[config.mk]
export PLATFORM = sky130hd
export DESIGN_NAME = magnetic_knob_angle_delta_flat
export DESIGN_NICKNAME = d
export VERILOG_FILES = /design/src/mkad_pkg.sv /design/src/mkad_if.sv /design/src/mkad_cordic.sv /design/src/mkad_queue.sv /design/src/mkad_delta.sv /design/src/magnetic_knob_angle_delta.sv /design/src/flat_wrapper.sv
export SDC_FILE = /design/constraint.sdc
export NUM_CORES = 1
export LEC_CHECK = 0
export BUFFER_PORTS_ARGS = -buffer_cell sky130_fd_sc_hd__buf_2
export CAP_MARGIN = 20
export CORE_AREA = 2 2 239 241
export CTS_CLUSTER_DIAMETER = 150
export DETAILED_ROUTE_END_ITERATION = 12
export DIE_AREA = 0 0 241 243
export PLACE_DENSITY = 0.59
export SYNTH_ARGS = -nofsm -noshare
export SYNTH_HDL_FRONTEND = slang
export SYNTH_SLANG_ARGS = --single-unit
[constraint.sdc]
create_clock -name clk -period 7.4 [get_ports clk]
set_input_delay 1.11 -clock clk [delete_from_list [all_inputs] [get_ports clk]]
set_output_delay 1.11 -clock clk [all_outputs]
set_load 0.02 [all_outputs]
[src/mkad_pkg.sv]
package mkad_pkg;

  localparam int SETTLE_SAMPLES_DEF = 5;
  localparam int CORDIC_STAGES_DEF  = 16;
  localparam int QUEUE_DEPTH_DEF    = 2;

  localparam int FIELD_W    = 16;
  localparam int ANGLE_W    = 16;
  localparam int DEADBAND_W = 14;
  localparam int COUNT_W    = 8;
  // x*256 after rotation gain stays well inside 26 bits; two spare
  localparam int VEC_W      = 28;
  localparam int Z_W        = 32;

  localparam logic [DEADBAND_W-1:0] DEADBAND_RESET = 14'd182;
  localparam logic [ANGLE_W-1:0]    ANGLE_ZERO_VEC = 16'h8000;
  localparam logic [Z_W-1:0]        Z_HALF_TURN    = 32'h8000_0000;
  // half turn offset plus rounding of the low 16 bits
  localparam logic [Z_W-1:0]        Z_OUT_OFFSET   = 32'h8000_8000;

  typedef enum logic [1:0] {
    F_IDLE,
    F_ITER,
    F_PUSH
  } front_state_t;

  typedef struct packed {
    logic               valid;
    logic [ANGLE_W-1:0] angle;
  } angle_item_t;

  // atan(2^-i) in units of 2^-32 turn
  function automatic logic [Z_W-1:0] atan_turn(input logic [4:0] idx);
    logic [Z_W-1:0] r;
    case (idx)
      5'd0:    r = 32'h2000_0000;
      5'd1:    r = 32'h12E4_051E;
      5'd2:    r = 32'h09FB_385B;
      5'd3:    r = 32'h0511_11D4;
      5'd4:    r = 32'h028B_0D43;
      5'd5:    r = 32'h0145_D7E1;
      5'd6:    r = 32'h00A2_F61E;
      5'd7:    r = 32'h0051_7C55;
      5'd8:    r = 32'h0028_BE53;
      5'd9:    r = 32'h0014_5F2F;
      5'd10:   r = 32'h000A_2F98;
      5'd11:   r = 32'h0005_17CC;
      5'd12:   r = 32'h0002_8BE6;
      5'd13:   r = 32'h0001_45F3;
      5'd14:   r = 32'h0000_A2FA;
      5'd15:   r = 32'h0000_517D;
      5'd16:   r = 32'h0000_28BE;
      5'd17:   r = 32'h0000_145F;
      5'd18:   r = 32'h0000_0A30;
      5'd19:   r = 32'h0000_0518;
      5'd20:   r = 32'h0000_028C;
      5'd21:   r = 32'h0000_0146;
      5'd22:   r = 32'h0000_00A3;
      5'd23:   r = 32'h0000_0051;
      default: r = '0;
    endcase
    return r;
  endfunction

endpackage

[src/mkad_if.sv]
interface mkad_sample_if;
  import mkad_pkg::*;
  logic               valid;
  logic               ready;
  logic signed [FIELD_W-1:0] field_x;
  logic signed [FIELD_W-1:0] field_y;

  modport source (output valid, output field_x, output field_y, input ready);
  modport sink   (input valid, input field_x, input field_y, output ready);
endinterface

interface mkad_result_if;
  import mkad_pkg::*;
  logic               valid;
  logic               ready;
  logic signed [ANGLE_W-1:0] angle_delta;
  logic               moved;
  logic               settling;

  modport source (output valid, output angle_delta, output moved, output settling,
                  input ready);
  modport sink   (input valid, input angle_delta, input moved, input settling,
                  output ready);
endinterface

[src/mkad_cordic.sv]
module mkad_cordic #(
  parameter int CORDIC_STAGES = mkad_pkg::CORDIC_STAGES_DEF
) (
  input  logic                  clk,
  input  logic                  rst,
  mkad_sample_if.sink           sample,
  input  logic                  queue_full,
  output mkad_pkg::angle_item_t push
);
  import mkad_pkg::*;

  localparam int IW = $clog2(CORDIC_STAGES);

  front_state_t state, state_next;

  logic signed [VEC_W-1:0] vx, vy;
  logic [Z_W-1:0]          z;
  logic [IW-1:0]           iter;
  logic                    zero_vec;

  logic                    take;
  logic                    last_iter;
  logic signed [16:0]      nx, ny, lx, ly;
  logic signed [VEC_W-1:0] sx, sy;
  logic [Z_W-1:0]          z_out, step_atan;

  assign take      = sample.valid && sample.ready;
  assign last_iter = (iter == IW'(CORDIC_STAGES - 1));

  always_comb begin
    state_next = state;
    case (state)
      F_IDLE: begin
        if (sample.valid) begin
          if (sample.field_x == '0 && sample.field_y == '0) state_next = F_PUSH;
          else state_next = F_ITER;
        end
      end
      F_ITER: begin
        if (last_iter) state_next = F_PUSH;
      end
      F_PUSH: begin
        if (!queue_full) state_next = F_IDLE;
      end
      default: state_next = F_IDLE;
    endcase
  end

  always_comb begin
    sample.ready = (state == F_IDLE);
    push.valid   = (state == F_PUSH) && !queue_full;
    push.angle   = zero_vec ? ANGLE_ZERO_VEC : z_out[Z_W-1:Z_W-ANGLE_W];
  end

  assign z_out = z + Z_OUT_OFFSET;

  // operand is (x, -y); left half plane is turned by half a turn first
  always_comb begin
    nx = {sample.field_x[FIELD_W-1], sample.field_x};
    ny = -{sample.field_y[FIELD_W-1], sample.field_y};
    if (sample.field_x[FIELD_W-1]) begin
      lx = -nx;
      ly = -ny;
    end else begin
      lx = nx;
      ly = ny;
    end
  end

  assign sx        = vx >>> iter;
  assign sy        = vy >>> iter;
  assign step_atan = atan_turn(5'(iter));

  always_ff @(posedge clk) begin
    if (rst) begin
      state <= F_IDLE;
    end else begin
      state <= state_next;
    end
  end

  always_ff @(posedge clk) begin
    if (take) begin
      vx       <= {{(VEC_W-17){lx[16]}}, lx} <<< 8;
      vy       <= {{(VEC_W-17){ly[16]}}, ly} <<< 8;
      z        <= sample.field_x[FIELD_W-1] ? Z_HALF_TURN : '0;
      iter     <= '0;
      zero_vec <= (sample.field_x == '0 && sample.field_y == '0);
    end else if (state == F_ITER) begin
      if (vy > 0) begin
        vx <= vx + sy;
        vy <= vy - sx;
        z  <= z + step_atan;
      end else begin
        vx <= vx - sy;
        vy <= vy + sx;
        z  <= z - step_atan;
      end
      iter <= iter + 1'b1;
    end
  end

endmodule

[src/mkad_queue.sv]
module mkad_queue #(
  parameter int DEPTH = mkad_pkg::QUEUE_DEPTH_DEF  // 2 or more
) (
  input  logic                  clk,
  input  logic                  rst,
  input  mkad_pkg::angle_item_t push,
  output logic                  full,
  output mkad_pkg::angle_item_t head,
  input  logic                  pop
);
  import mkad_pkg::*;

  localparam int PW = $clog2(DEPTH);
  localparam int CW = $clog2(DEPTH + 1);

  logic [ANGLE_W-1:0] mem [DEPTH];
  logic [PW-1:0]      wr_ptr, rd_ptr;
  logic [CW-1:0]      count;

  assign full       = (count == CW'(DEPTH));
  assign head.valid = (count != '0);
  assign head.angle = mem[rd_ptr];

  always_ff @(posedge clk) begin
    if (push.valid) mem[wr_ptr] <= push.angle;
  end

  always_ff @(posedge clk) begin
    if (rst) begin
      wr_ptr <= '0;
      rd_ptr <= '0;
      count  <= '0;
    end else begin
      if (push.valid) wr_ptr <= (wr_ptr == PW'(DEPTH - 1)) ? '0 : wr_ptr + 1'b1;
      if (pop)        rd_ptr <= (rd_ptr == PW'(DEPTH - 1)) ? '0 : rd_ptr + 1'b1;
      case ({push.valid, pop})
        2'b10:   count <= count + 1'b1;
        2'b01:   count <= count - 1'b1;
        default: count <= count;
      endcase
    end
  end

endmodule

[src/mkad_delta.sv]
module mkad_delta #(
  parameter int SETTLE_SAMPLES = mkad_pkg::SETTLE_SAMPLES_DEF
) (
  input  logic                              clk,
  input  logic                              rst,
  input  logic                              cfg_we,
  input  logic [mkad_pkg::DEADBAND_W-1:0]   cfg_wdata,
  input  mkad_pkg::angle_item_t             head,
  output logic                              pop,
  mkad_result_if.source                     result
);
  import mkad_pkg::*;

  logic [DEADBAND_W-1:0] deadband;
  logic [ANGLE_W-1:0]    last_angle;
  logic [COUNT_W-1:0]    settle_count;
  logic                  out_valid;

  logic               settling_now;
  logic [ANGLE_W-1:0] diff, mag;
  logic               over;

  assign pop          = head.valid && (!out_valid || result.ready);
  assign settling_now = (settle_count < COUNT_W'(SETTLE_SAMPLES));
  assign diff         = head.angle - last_angle;
  // half-turn difference gives 0x8000, read as 32768
  assign mag          = diff[ANGLE_W-1] ? (~diff + 1'b1) : diff;
  assign over         = (mag > {{(ANGLE_W-DEADBAND_W){1'b0}}, deadband});
  assign result.valid = out_valid;

  always_ff @(posedge clk) begin
    if (rst) begin
      deadband     <= DEADBAND_RESET;
      last_angle   <= '0;
      settle_count <= '0;
      out_valid    <= 1'b0;
    end else begin
      if (cfg_we) deadband <= cfg_wdata;
      if (pop) begin
        out_valid <= 1'b1;
        if (settling_now) begin
          last_angle   <= head.angle;
          settle_count <= settle_count + 1'b1;
        end else if (over) begin
          last_angle <= head.angle;
        end
      end else if (result.ready) begin
        out_valid <= 1'b0;
      end
    end
  end

  always_ff @(posedge clk) begin
    if (pop) begin
      result.settling    <= settling_now;
      result.moved       <= !settling_now && over;
      result.angle_delta <= (!settling_now && over) ? diff : '0;
    end
  end

endmodule

[src/magnetic_knob_angle_delta.sv]
// Magnetic knob angle delta. Each sample (field_x, field_y) is turned into an
// absolute angle atan2(-y, x) + half a turn, 65536 units per turn, by one shared
// CORDIC stage that runs CORDIC_STAGES times. The front end takes a sample in
// F_IDLE, iterates in F_ITER unless both fields are zero, pushes in F_PUSH and
// only then takes the next, so the CORDIC loop sets the sustained rate. Angles
// pass a QUEUE_DEPTH entry queue to the delta stage, which registers and holds
// the result; a stalled result fills the queue, then stalls F_PUSH. The first
// SETTLE_SAMPLES results carry settling = 1 and zero delta; later ones report
// the wrapped change from the last reported angle when it exceeds deadband
// (moved = 1), otherwise zero. Write deadband only while the block is idle.
module magnetic_knob_angle_delta #(
  parameter int SETTLE_SAMPLES = mkad_pkg::SETTLE_SAMPLES_DEF,
  parameter int CORDIC_STAGES  = mkad_pkg::CORDIC_STAGES_DEF,
  parameter int QUEUE_DEPTH    = mkad_pkg::QUEUE_DEPTH_DEF
) (
  input  logic                            clk,
  input  logic                            rst,
  input  logic                            cfg_we,
  input  logic [mkad_pkg::DEADBAND_W-1:0] cfg_wdata,
  mkad_sample_if.sink                     sample,
  mkad_result_if.source                   result
);
  import mkad_pkg::*;

  angle_item_t push, head;
  logic        queue_full;
  logic        pop;

  mkad_cordic #(
    .CORDIC_STAGES(CORDIC_STAGES)
  ) u_front (
    .clk       (clk),
    .rst       (rst),
    .sample    (sample),
    .queue_full(queue_full),
    .push      (push)
  );

  mkad_queue #(
    .DEPTH(QUEUE_DEPTH)
  ) u_queue (
    .clk (clk),
    .rst (rst),
    .push(push),
    .full(queue_full),
    .head(head),
    .pop (pop)
  );

  mkad_delta #(
    .SETTLE_SAMPLES(SETTLE_SAMPLES)
  ) u_back (
    .clk      (clk),
    .rst      (rst),
    .cfg_we   (cfg_we),
    .cfg_wdata(cfg_wdata),
    .head     (head),
    .pop      (pop),
    .result   (result)
  );

endmodule

[src/flat_wrapper.sv]
// flat-port wrapper written by rule: the top's interface ports become plain ports
module magnetic_knob_angle_delta_flat import mkad_pkg::*;
#(
  parameter int SETTLE_SAMPLES = mkad_pkg::SETTLE_SAMPLES_DEF,
  parameter int CORDIC_STAGES  = mkad_pkg::CORDIC_STAGES_DEF,
  parameter int QUEUE_DEPTH    = mkad_pkg::QUEUE_DEPTH_DEF
)
  (clk, rst, cfg_we, cfg_wdata, sample_valid, sample_field_x, sample_field_y, sample_ready, result_valid, result_angle_delta, result_moved, result_settling, result_ready);
  mkad_sample_if sample_i ();
  mkad_result_if result_i ();
  input  logic clk;
  input  logic rst;
  input  logic cfg_we;
  input  logic [mkad_pkg::DEADBAND_W-1:0] cfg_wdata;
  input wire logic [$bits(sample_i.valid)-1:0] sample_valid;
  input wire logic [$bits(sample_i.field_x)-1:0] sample_field_x;
  input wire logic [$bits(sample_i.field_y)-1:0] sample_field_y;
  output wire logic [$bits(sample_i.ready)-1:0] sample_ready;
  output wire logic [$bits(result_i.valid)-1:0] result_valid;
  output wire logic [$bits(result_i.angle_delta)-1:0] result_angle_delta;
  output wire logic [$bits(result_i.moved)-1:0] result_moved;
  output wire logic [$bits(result_i.settling)-1:0] result_settling;
  input wire logic [$bits(result_i.ready)-1:0] result_ready;
  assign sample_i.valid = sample_valid;
  assign sample_i.field_x = sample_field_x;
  assign sample_i.field_y = sample_field_y;
  assign sample_ready = sample_i.ready;
  assign result_valid = result_i.valid;
  assign result_angle_delta = result_i.angle_delta;
  assign result_moved = result_i.moved;
  assign result_settling = result_i.settling;
  assign result_i.ready = result_ready;
  magnetic_knob_angle_delta #(.SETTLE_SAMPLES(SETTLE_SAMPLES), .CORDIC_STAGES(CORDIC_STAGES), .QUEUE_DEPTH(QUEUE_DEPTH)) u_core (.clk(clk), .rst(rst), .cfg_we(cfg_we), .cfg_wdata(cfg_wdata), .sample(sample_i), .result(result_i));
endmodule
==> summary.md, run 1 <==
| Metric | Value |
|---|---|
| Worst Setup Start Kind | flip-flop |
| Max Freq | 155.1 MHz |
| Global Route Usage Sum | 0.1729 |
| TritonCTS Buffers | 28 |
| Mean area per synthesized cell | around 9 sq um |
| Antenna violations before repair | 1 |
| Type of the worst min-delay path | flip-flop to flip-flop |
| Io pins | 71 |
| Site Rows | 87 |
| Synth area leader | edfxtp_1 |
| Final WL | 51420 um |
| Cells after synthesis | roughly 2100 |
| Seq/Total Area, Yosys | 0.2900 |
| H-tree Lvls | 1 |
| Share of layout cells above drive strength 1 | 0.1337 |
| Synth Flop Type | edfxtp_1 |
| Synth warn | 0 |
| Total clock sinks | 219 |
| Worst Path Class, Setup | flip-flop to flip-flop |
| PortBufs | 70 |
| Max Transition Viols Final | 0 |
| Crit share post-route | 0.8711 |
| Commonest cells post-synth | 204 x nor2_1, 145 x a21oi_1, 144 x nand2_1 |
| DRT iter0 DRCs | around 1300 |
| Core area | 55950 sq um |
| TNS Setup | 0 ps |
| RSZ-0062 raised after global routing | false |
| Clock insertion delay at the later pin of the skew report | 580 ps |
| Die H | 243 um |
| Vias per std cell | 5.623 |
| Final HPWL from detailed placement | around 38000 um |
| CTS Buffer Depth | 3 |
| Setup violators final | 0 |
| Area grow syn2layout | 10.23% |
| Setup crit end kind | flip-flop |
| Largest net degree at the start of global routing | 73 |
| Max-slew headroom | 0.2961 |
| Drt first pass iters | 5 |
| Worst-margin pin slew | 1054 ps |
| Synth Register Bits | 219 |
| Post-CTS Setup Repair Bufs | 0 |
| Die W | 241 um |
| Post-synth net total | between 2000 and 2500 |
| Vias in the first global route | 15970 |
| Critical Path Fanout Max | 16 |
| Post-synth EDFFs | 123 |
| Crit path time final | roughly 6400 ps |
| Top post-synthesis cells by area | edfxtp_1 19%, dfxtp_1 9.9%, ha_1 8.5% |
| Synth Cell Area | 19360 sq um |
| Clock slew at reported path FFs | 60 ps |
| First-pass GRT wire length | 83510 um |
| Post-Route Skew | 11.60 ps |
| Die area | around 60000 sq um |
| Vias | 16570 |
| Initial Util | 0.3461 |
| Post_cts resized | 0 |
| CTS Hold Bufs | 0 |
| Total grt overflow | 0 |
| Root Driver | clkbuf_16 |
| Worst endpoint required time | between 7000 and 8000 ps |
| MaxCap Viol Count | 0 |
| Area share of the largest cell type after synthesis | 0.1908 |
| DRC viols | 0 |
| Crit path DAT | 6910 ps |
| Final antenna diode count | 0 |
| Asr flop ratio synth | 0 |
| Final nets | about 2400 |
| Number of antenna-violating nets in the routed design | 0 |
| Outcome | finished, final reports clean |
| Synth unique cells | 83 |
| Top-count cell post-synth | nor2_1 |
| Final hold violation count | 0 |
| GPL Wtd Cong | 0.8997 |
| Drt wl/cell | 17.45 um |
| # fillers | 5694 |
| CTS tree | built |
[worst max-delay path: stages (launching register included)]
cell and delay, ps:
dfxtp_1 840, mux2i_1 350, ha_1 250, fa_1 300, nor2b_1 110, o31a_1 290
o31ai_1 290, a2111oi_0 160, a211oi_1 660, nand3_1 250, o31ai_1 330, xnor2_1 220
ha_1 320, a211oi_1 270, nand2_1 100, o311ai_0 460, buf_4 230, nand2_1 50
buf_4 210, o21ai_1 240, mux2_2 370
[layout by cell type (no fill, tap or decap), drive strengths merged, types with 8 or more instances in the layout]
cell type and n:
nand3 46, nor2b 28, a211oi 21, and3 23, o21ai 132, xnor2 117, a21oi 146, a31oi 26
mux2i 30, nand2b 26, and2 14, ha 132, mux4 70, edfxtp 123, or4 11, a21o 54
clkinv 13, mux2 37, o31ai 39, nor4 25, o22ai 34, buf 96, nand4 17, o21a 18
xor2 112, nor2 204, dfxtp 96, clkbuf 38, or3 19, o32ai 8, o211ai 30, nand2 144
o41ai 8, inv 95, nor3 45, or2 18
[metrics by stage]
stage	util	cell area, sq um	setup WS [ps]	std cells	hold slack, ps
after global routing	0.3815	21340	581.3	2947	481.5
after global placement	0.3646	20400	1083	2895	454.2
after CTS	0.3815	21340	1035	2947	467.8
final	0.3815	21340	953.8	2947	465.8
after floorplan	-	19360	1547	2148	439.1
after detailed placement	0.3646	20400	1053	2895	459.4
[sequential cells by signal (all words and copies together), names as in the netlist, 14 cells and up, named ones only]
register and flops:
u_core.u_front.z 32, u_core.u_queue.mem 32, u_core.u_front.step_atan 30, u_core.u_front.vx 28, u_core.u_front.vy 28, u_core.u_back.last_angle 16
u_core.u_back.result.angle_delta 16, u_core.u_back.deadband 14
[routing by layer]
metal	vias to the layer above	wire length, um	part of all wire	track usage
met2	504	24390	0.47	0.2942
li1	8044	-	-	-
met4	0	1681	0.033	0.05773
met1	7914	22490	0.44	0.2243
met3	110	2861	0.056	0.02309
met5	-	0	0	0
[final timing paths]
kind	from	endpoint	slack, ps	cells past startpoint
setup / recovery	flip-flop	u_core.u_back.last_angle[15]	950	20
hold / removal	u_core.u_back.last_angle[2]	u_core.u_back.last_angle[2]	470	2
setup reg to reg	flip-flop	u_core.u_back.last_angle[15]	950	20
hold reg to reg	u_core.u_back.last_angle[2]	u_core.u_back.last_angle[2]	470	2
[final cells by class]
type	count	area (sq um)	area share
clock inverters	14	121.4	0.005686
well taps	756	945.9	0.04432
repair buffers	96	545.5	0.02556
clock buffers	38	820.8	0.03846
multi-input cells	1728	12930	0.6058
flip-flops and latches	219	5619	0.2633
inverters	96	360.3	0.01688
[cells by family after synthesis]
logic type               Yosys count  share of synthesized area
buffers and inverters            201                    0.04297
AO/OA/AOI/OAI                    583                     0.1939
AND/OR/NAND/NOR                  643                     0.1616
multiplexers                     137                     0.1184
flip-flops                       219                     0.2900
adder cells (fa/ha/maj)          136                    0.08943
XOR/XNOR                         229                     0.1036
Power of run 1 is left out: the tool's default activity adds up to more than one toggle a clock period on the data nets, which glitch-free logic cannot reach.
==> run 2: changes to the inputs <==
--- a/config.mk
+++ b/config.mk
@@ -11,6 +11,7 @@
 export CTS_CLUSTER_DIAMETER = 150
 export DETAILED_ROUTE_END_ITERATION = 12
 export DIE_AREA = 0 0 241 243
+export MAX_ROUTING_LAYER = met4
 export PLACE_DENSITY = 0.59
 export SYNTH_ARGS = -nofsm -noshare
 export SYNTH_HDL_FRONTEND = slang
==> run 2 against run 1 <==
  * Wire length rose by 0.86%
  * Core utilization up 0.054 points
  * Setup slack improved by 51 ps
  * Critical endpoint unchanged
  * Design area is 0.14% higher
  * Global-route usage increased by 0.68 points
  * Sequential share of layout area about the same
  * Clock skew increased by 6.7 ps
  * First-iteration DRC count decreased by 6.8%
  * Count of clock-buffer cells in the layout increased by 4
  * Sequential cell count stayed put
  * Cell count about the same
==> summary.md, run 2 (synthesis results as in run 1) <==
| Metric | Value |
|---|---|
| CTS Hold Bufs | 0 (unchanged) |
| Core area | 55950 sq um (unchanged) |
| Crit share post-route | 0.8642 (-0.006874) |
| Final WL | 51860 um (+0.86%) |
| Max-slew headroom | 0.3080 (+0.01194) |
| Critical path cell sequence | mux2i_1 > ha_1 > fa_1 > nor2b_1 > o31a_1 > o31ai_1 > a2111oi_0 > a211oi_1 > nand3_1 > o31ai_1 > xnor2_1 > ha_1 > a211oi_1 > nand2_1 > o311ai_0 > buf_4 > nand2_1 > buf_4 > o21ai_1 > mux2_2 |
| Antenna violations before repair | 0 (-1) |
| Hold Path End | u_core.u_back.settle_count[4] |
| Cell count of the worst reg-to-reg path | 20 (unchanged) |
| Io pins | 71 (unchanged) |
| Root Driver | clkbuf_16 |
| Share of layout cells above drive strength 1 | 0.1332 (-0.0005172) |
| Initial Util | 0.3461 (unchanged) |
| Uppermost layer routed | met4 |
| Total grt overflow | 0 (unchanged) |
| Global Route Usage Sum | 0.1797 (+0.006770) |
| Metal-1 WL | 22650 um (+0.70%) |
| PortBufs | 70 (unchanged) |
| CP max stage delay | 830 ps (about the same) |
| Vias | 16560 (-0.097%) |
| MaxCap Viol Count | 0 (unchanged) |
| Clock slew at reported path FFs | 60 ps (about the same) |
| Vias per std cell | 5.616 (-0.13%) |
| Max Transition Viols Final | 0 (unchanged) |
| TritonCTS Buffers | 28 (unchanged) |
| Worst-margin pin slew | 1036 ps (-17.87 ps) |
| Die W | 241 um (unchanged) |
| Die area | 58560 sq um (unchanged) |
| Final antenna diode count | 0 (unchanged) |
| GPL Wtd Cong | 0.9127 (+1.4%) |
| DRT iter0 DRCs | 1209 (-6.8%) |
| Crit path time final | 6395 ps (-50.87 ps) |
| Setup crit end kind | flip-flop |
| CTS Buffer Depth | 3 (unchanged) |
| Post-CTS Setup Repair Bufs | 0 (unchanged) |
| Post-Route Skew | 18.25 ps (+6.653 ps) |
| RSZ-0062 raised after global routing | false |
| Met2 Wirelength | 24630 um (+1.0%) |
| Post_cts resized | 0 (unchanged) |
| Total clock sinks | 219 (unchanged) |
| Critical Path Fanout Max | 16 (unchanged) |
| Site Rows | 87 (unchanged) |
| Crit path DAT | 6860 ps (-50 ps) |
| Type of the worst min-delay path | flip-flop to flip-flop |
| Vias in the first global route | 16160 (+1.2%) |
| H-tree Lvls | 1 (unchanged) |
| Worst endpoint required time | 7870 ps (about the same) |
| Area grow syn2layout | 10.38% |
| Cell at the slowest stage of the critical path | dfxtp_1 |
| Most frequent cells in the layout | 203 x nor2_1, 145 x a21oi_1, 142 x nand2_1 |
| Outcome | finished, final reports clean |
| First-pass GRT wire length | 84160 um (+0.78%) |
| Clock insertion delay at the later pin of the skew report | 590 ps (about the same) |
| CTS tree | built |
| Met3 wire len | 2813 um (-1.7%) |
| TNS Setup | 0 ps (unchanged) |
| Drt first pass iters | 6 (+1) |
| Hold path startpoint | u_core.u_back.settle_count[4] |
| Final HPWL from detailed placement | 38330 um (+0.34%) |
| Setup violators final | 0 (unchanged) |
| Worst Path Class, Setup | flip-flop to flip-flop |
| Final hold violation count | 0 (unchanged) |
| Most common cell after layout, fill and taps aside | nor2_1 |
| Worst Setup Start Kind | flip-flop |
| Reg2Reg Capture Point | u_core.u_back.last_angle[15] |
| Largest net degree at the start of global routing | 73 (unchanged) |
| Number of antenna-violating nets in the routed design | 0 (unchanged) |
| Max Freq | 156.4 MHz (+0.80%) |
| Worst reg-to-reg setup slack | 1000 ps (+50 ps) |
| Drt wl/cell | 17.59 um (+0.83%) |
| DRC viols | 0 (unchanged) |
| Die H | 243 um (unchanged) |
| Final nets | 2357 (+0.042%) |
| Hold Path Depth | 1 (-1) |
[run 2: changes by cell type in the layout (fill, tap and decap cells not counted)]
cell	change
clkinvlp_4	-1
buf_12	+1
clkbuf_1	+4
clkbuf_8	-1
inv_6	+1
clkinv_1	-2
clkinv_2	-2
clkbuf_16	+1
[run 2: through the flow]
stage	worst slack [ps]	hold slack (ps)	std cells	util	area [sq um]
floorplan	1547	439.1	2148	-	19360
global placement	1056	454.3	2895	0.3646	20400
detailed placement	1052	460.3	2895	0.3646	20400
CTS	1011	471.2	2947	0.3816	21350
global route	544.0	488.0	2948	0.3820	21370
finish	1005	469.4	2948	0.3820	21370
[run 2: metal layers]
layer / vias up / track usage
met5: - / -
met4: 0 / 0.05901
met3: 115 / 0.02366
met2: 523 / 0.3010
met1: 7881 / 0.2224
li1: 8037 / -
[run 2: final cells by class]
class                      count  area, sq um
fill                        5677        34580
multi-input combinational   1728        12930
sequential                   219         5619
tap                          756        945.9
clock buffer                  42        847.1
timing repair buffer          97        565.5
inverter                      96        360.3
clock inverter                10        105.1
[run 2: worst max-delay path: cells and delay by family, from the launching register on]
kind / cells / cell delay [ps]
compound gates: 8 / 2740
xor+xnor: 1 / 210
fa+ha+maj: 3 / 840
buf+inv: 2 / 430
flops: 1 / 830
mux: 2 / 710
simple gates: 4 / 520
[run 2: worst max path at each step]
stage,startpoint,cells after the start,to
6_report,flip-flop,20,u_core.u_back.last_angle[15]
5_1_grt,flip-flop,19,u_core.u_back.last_angle[15]
3_3_place_gp,flip-flop,19,u_core.u_back.last_angle[15]
4_1_cts,flip-flop,20,u_core.u_back.last_angle[15]
3_5_place_dp,flip-flop,20,u_core.u_back.last_angle[15]
2_1_floorplan,flip-flop,25,u_core.u_back.last_angle[5]
Power of run 2 is left out for the same reason.
==> run 3: changes to the inputs <==
--- a/config.mk
+++ b/config.mk
@@ -7,12 +7,13 @@
 export LEC_CHECK = 0
 export BUFFER_PORTS_ARGS = -buffer_cell sky130_fd_sc_hd__buf_2
 export CAP_MARGIN = 20
-export CORE_AREA = 2 2 239 241
+export CORE_AREA = 2 2 242 244
 export CTS_CLUSTER_DIAMETER = 150
 export DETAILED_ROUTE_END_ITERATION = 12
-export DIE_AREA = 0 0 241 243
+export DIE_AREA = 0 0 244 246
 export MAX_ROUTING_LAYER = met4
 export PLACE_DENSITY = 0.59
 export SYNTH_ARGS = -nofsm -noshare
 export SYNTH_HDL_FRONTEND = slang
+export SYNTH_HIERARCHICAL = 1
 export SYNTH_SLANG_ARGS = --single-unit
==> run 3 against run 2 <==
  * Non-clock buffer count fell by 3
  * Sequential cell count did not move
  * Sequential share of layout area fell by 0.60 points
  * Synthesized area rose by 2.9%
  * Register-to-register slack got worse by 70 ps
  * Worst hold slack got worse by 9.5 ps
  * Global-route usage rose by 0.67 points
  * Clock skew barely moved
  * Critical path type unchanged
  * Die area rose by 2.5%
==> summary.md, run 3 <==
| Metric | Value |
|---|---|
| Post-synth net total | 2447 (+4.8%) |
| Total clock sinks | 219 (unchanged) |
| # fillers | 5791 (+2.0%) |
| Crit path DAT | 6760 ps (-100 ps) |
| Antenna violations before repair | 1 (+1) |
| Final setup margin | 937.0 ps (-67.71 ps) |
| Mean area per synthesized cell | 8.832 sq um (-2.0%) |
| Total grt overflow | 0 (unchanged) |
| Die area | 60020 sq um (+2.5%) |
| Most common cell after layout, fill and taps aside | nand2_1 |
| Top post-synthesis cells by area | edfxtp_1 19%, dfxtp_1 9.6%, ha_1 8.5% |
| Max Transition Viols Final | 0 (unchanged) |
| Worst-margin pin slew | 1073 ps (+37.65 ps) |
| MaxCap Viol Count | 0 (unchanged) |
| CTS Buffer Depth | 3 (unchanged) |
| CTS Hold Bufs | 0 (unchanged) |
| Commonest cells post-synth | 225 x nand2_1, 185 x nor2_1, 158 x a21oi_1 |
| Largest net degree at the start of global routing | 73 (unchanged) |
| Clock insertion delay at the later pin of the skew report | 580 ps (about the same) |
| Core area | 57370 sq um (+2.5%) |
| Peak VDD IR | 0.2261 mV |
| Vias per std cell | 5.633 (+0.31%) |
| Max-slew headroom | 0.2844 (-0.02363) |
| Synth Flop Type | edfxtp_1 |
| H-tree Lvls | 1 (unchanged) |
| Crit path time final | 6463 ps (+67.71 ps) |
| Number of antenna-violating nets in the routed design | 0 (unchanged) |
| Worst Path Class, Setup | flip-flop to flip-flop |
| CP max stage delay | 760 ps (-70 ps) |
| Final HPWL from detailed placement | 42000 um (+9.6%) |
| GPL Wtd Cong | 0.9708 (+6.4%) |
| TritonCTS Buffers | 30 (+7.1%) |
| CTS tree | built |
| Worst endpoint required time | 7700 ps (-170 ps) |
| Critical Path Fanout Max | 38 (+22) |
| Root Driver | clkbuf_16 |
| Max Freq | 154.7 MHz (-1.0%) |
| DRT iter0 DRCs | 1174 (-2.9%) |
| DRC viols | 0 (unchanged) |
| Worst Setup Start Kind | flip-flop |
| Core Util, Final | 0.3816 (-0.0003850) |
| Vias | 17230 (+4.1%) |
| Final WL | 55790 um (+7.6%) |
| FF+latch area | 5623 sq um (about the same) |
| Setup crit end kind | flip-flop |
| Io pins | 71 (unchanged) |
| Post-CTS Setup Repair Bufs | 0 (unchanged) |
| TNS Setup | 0 ps (unchanged) |
| Synth unique cells | 94 (+13%) |
| Setup violators final | 0 (unchanged) |
| Final antenna diode count | 0 (unchanged) |
| Leak | 0.008464 uW |
| Pre-CTS WS | 929.5 ps (-122.2 ps) |
| Asr flop ratio synth | 0 (unchanged) |
| Post_cts resized | 0 (unchanged) |
| Multi-input logic area | 13430 sq um (+3.9%) |
| Vias in the first global route | 16550 (+2.4%) |
| Post-Route Skew | 17.90 ps (-0.3483 ps) |
| Most frequent cells in the layout | 224 x nand2_1, 184 x nor2_1, 158 x a21oi_1 |
| Final nets | 2460 (+4.4%) |
| Final hold violation count | 0 (unchanged) |
| Post-synth EDFFs | 123 (unchanged) |
| RSZ-0062 raised after global routing | false |
| Site Rows | 88 (+1.1%) |
| Area grow syn2layout | 9.824% |
| Synth Register Bits | 219 (unchanged) |
| Synth warn | 6 (+6) |
| Power density cells | ~530 nW/um^2 |
| Type of the worst min-delay path | flip-flop to flip-flop |
| Die W | 244 um (+1.2%) |
| Share of layout cells above drive strength 1 | 0.1221 (-0.01115) |
| Critical Path Most Common Cell | a21oi_1 |
| Outcome | finished, final reports clean |
| Synth Cell Area | 19930 sq um (+2.9%) |
| Cells after synthesis | 2257 (+5.1%) |
| Die H | 246 um (+1.2%) |
| Critical path cell sequence | buf_4 > mux4_2 > mux2_2 > o22ai_1 > nand2_1 > nor4_1 > nand2b_1 > o21ai_0 > xor2_1 > ha_1 > a21oi_1 > o21ai_0 > a21oi_1 > o21ai_0 > a41oi_1 > a21oi_1 > a211oi_1 > or3_1 > a21oi_1 |
| WHS | 459.8 ps (-9.537 ps) |
| Area share of the largest cell type after synthesis | 0.1853 (-0.005460) |
| Synth area leader | edfxtp_1 |
| First-pass GRT wire length | 88380 um (+5.0%) |
| Clock slew at reported path FFs | 60 ps (about the same) |
| Crit share post-route | 0.8734 (+0.009151) |
| Cell at the slowest stage of the critical path | dfxtp_2 |
| Drt first pass iters | 6 (unchanged) |
| Global Route Usage Sum | 0.1864 (+0.006724) |
| Drt wl/cell | 18.24 um (+3.7%) |
| Seq/Total Area, Yosys | 0.2817 (-0.008301) |
| Top-count cell post-synth | nand2_1 |
| Initial Util | 0.3475 (+0.001417) |
| PortBufs | 70 (unchanged) |
[run 3: power by group]
group          leakage, uW  switching (uW)  internal, uW
combinational      0.00599            4430          3320
clock             0.000484             585           845
sequential         0.00199             552          1770
[run 3: metal layers]
metal | share of wire | track usage | vias up
met5 | 0 | - | -
met4 | 0.034 | 0.06438 | 0
met3 | 0.070 | 0.03649 | 126
met2 | 0.46 | 0.3075 | 573
met1 | 0.43 | 0.2276 | 8159
li1 | - | - | 8374
[run 3: cell families (layout without fill, tap and decap cells)]
kind of cell,after synthesis,after routing,share of synthesized area
compound gates,589,589,0.1908
flops,219,219,0.2817
mux,160,160,0.1183
buf+inv,206,243,0.04607
xor+xnor,231,231,0.1019
fa+ha+maj,139,139,0.08876
simple gates,713,713,0.1725
[run 3: final timing paths]
path / start / to / slack (ps) / cells after the start
max: u_core/u_front/iter[0] / u_core/u_front/vx[25] / 940 / 19
min: u_core/u_back/settle_count[7] / u_core/u_back/settle_count[7] / 460 / 1
max reg2reg: u_core/u_front/iter[0] / u_core/u_front/vx[25] / 940 / 19
min reg2reg: u_core/u_back/settle_count[7] / u_core/u_back/settle_count[7] / 460 / 1
[run 3: layout make-up]
| class | count | area share |
|---|---|---|
| clock inverters | 12 | 0.004287 |
| inverters | 93 | 0.01595 |
| well taps | 765 | 0.04372 |
| clock buffers | 44 | 0.04098 |
| multi-input cells | 1832 | 0.6134 |
| flip-flops and latches | 219 | 0.2569 |
| repair buffers | 94 | 0.02481 |
[run 3: critical path, delay by kind of cell, from the launching register on]
| family | cells | cell delay [ps] |
|---|---|---|
| AO/OA/AOI/OAI | 10 | 2470 |
| AND/OR/NAND/NOR | 4 | 1040 |
| multiplexers | 2 | 860 |
| flip-flops | 1 | 760 |
| buffers and inverters | 1 | 550 |
| adder cells (fa/ha/maj) | 1 | 290 |
| XOR/XNOR | 1 | 210 |
[run 3: per-stage QoR]
step,cells,instance area [sq um],power [uW]
2_1_floorplan,2257,19930,8122
3_3_place_gp,3000,20870,9737
3_5_place_dp,3000,20870,9888
4_1_cts,3056,21860,11420
5_1_grt,3059,21890,12450
6_report,3059,21890,11510
No activity file was read; power rests on OpenSTA's default activity.
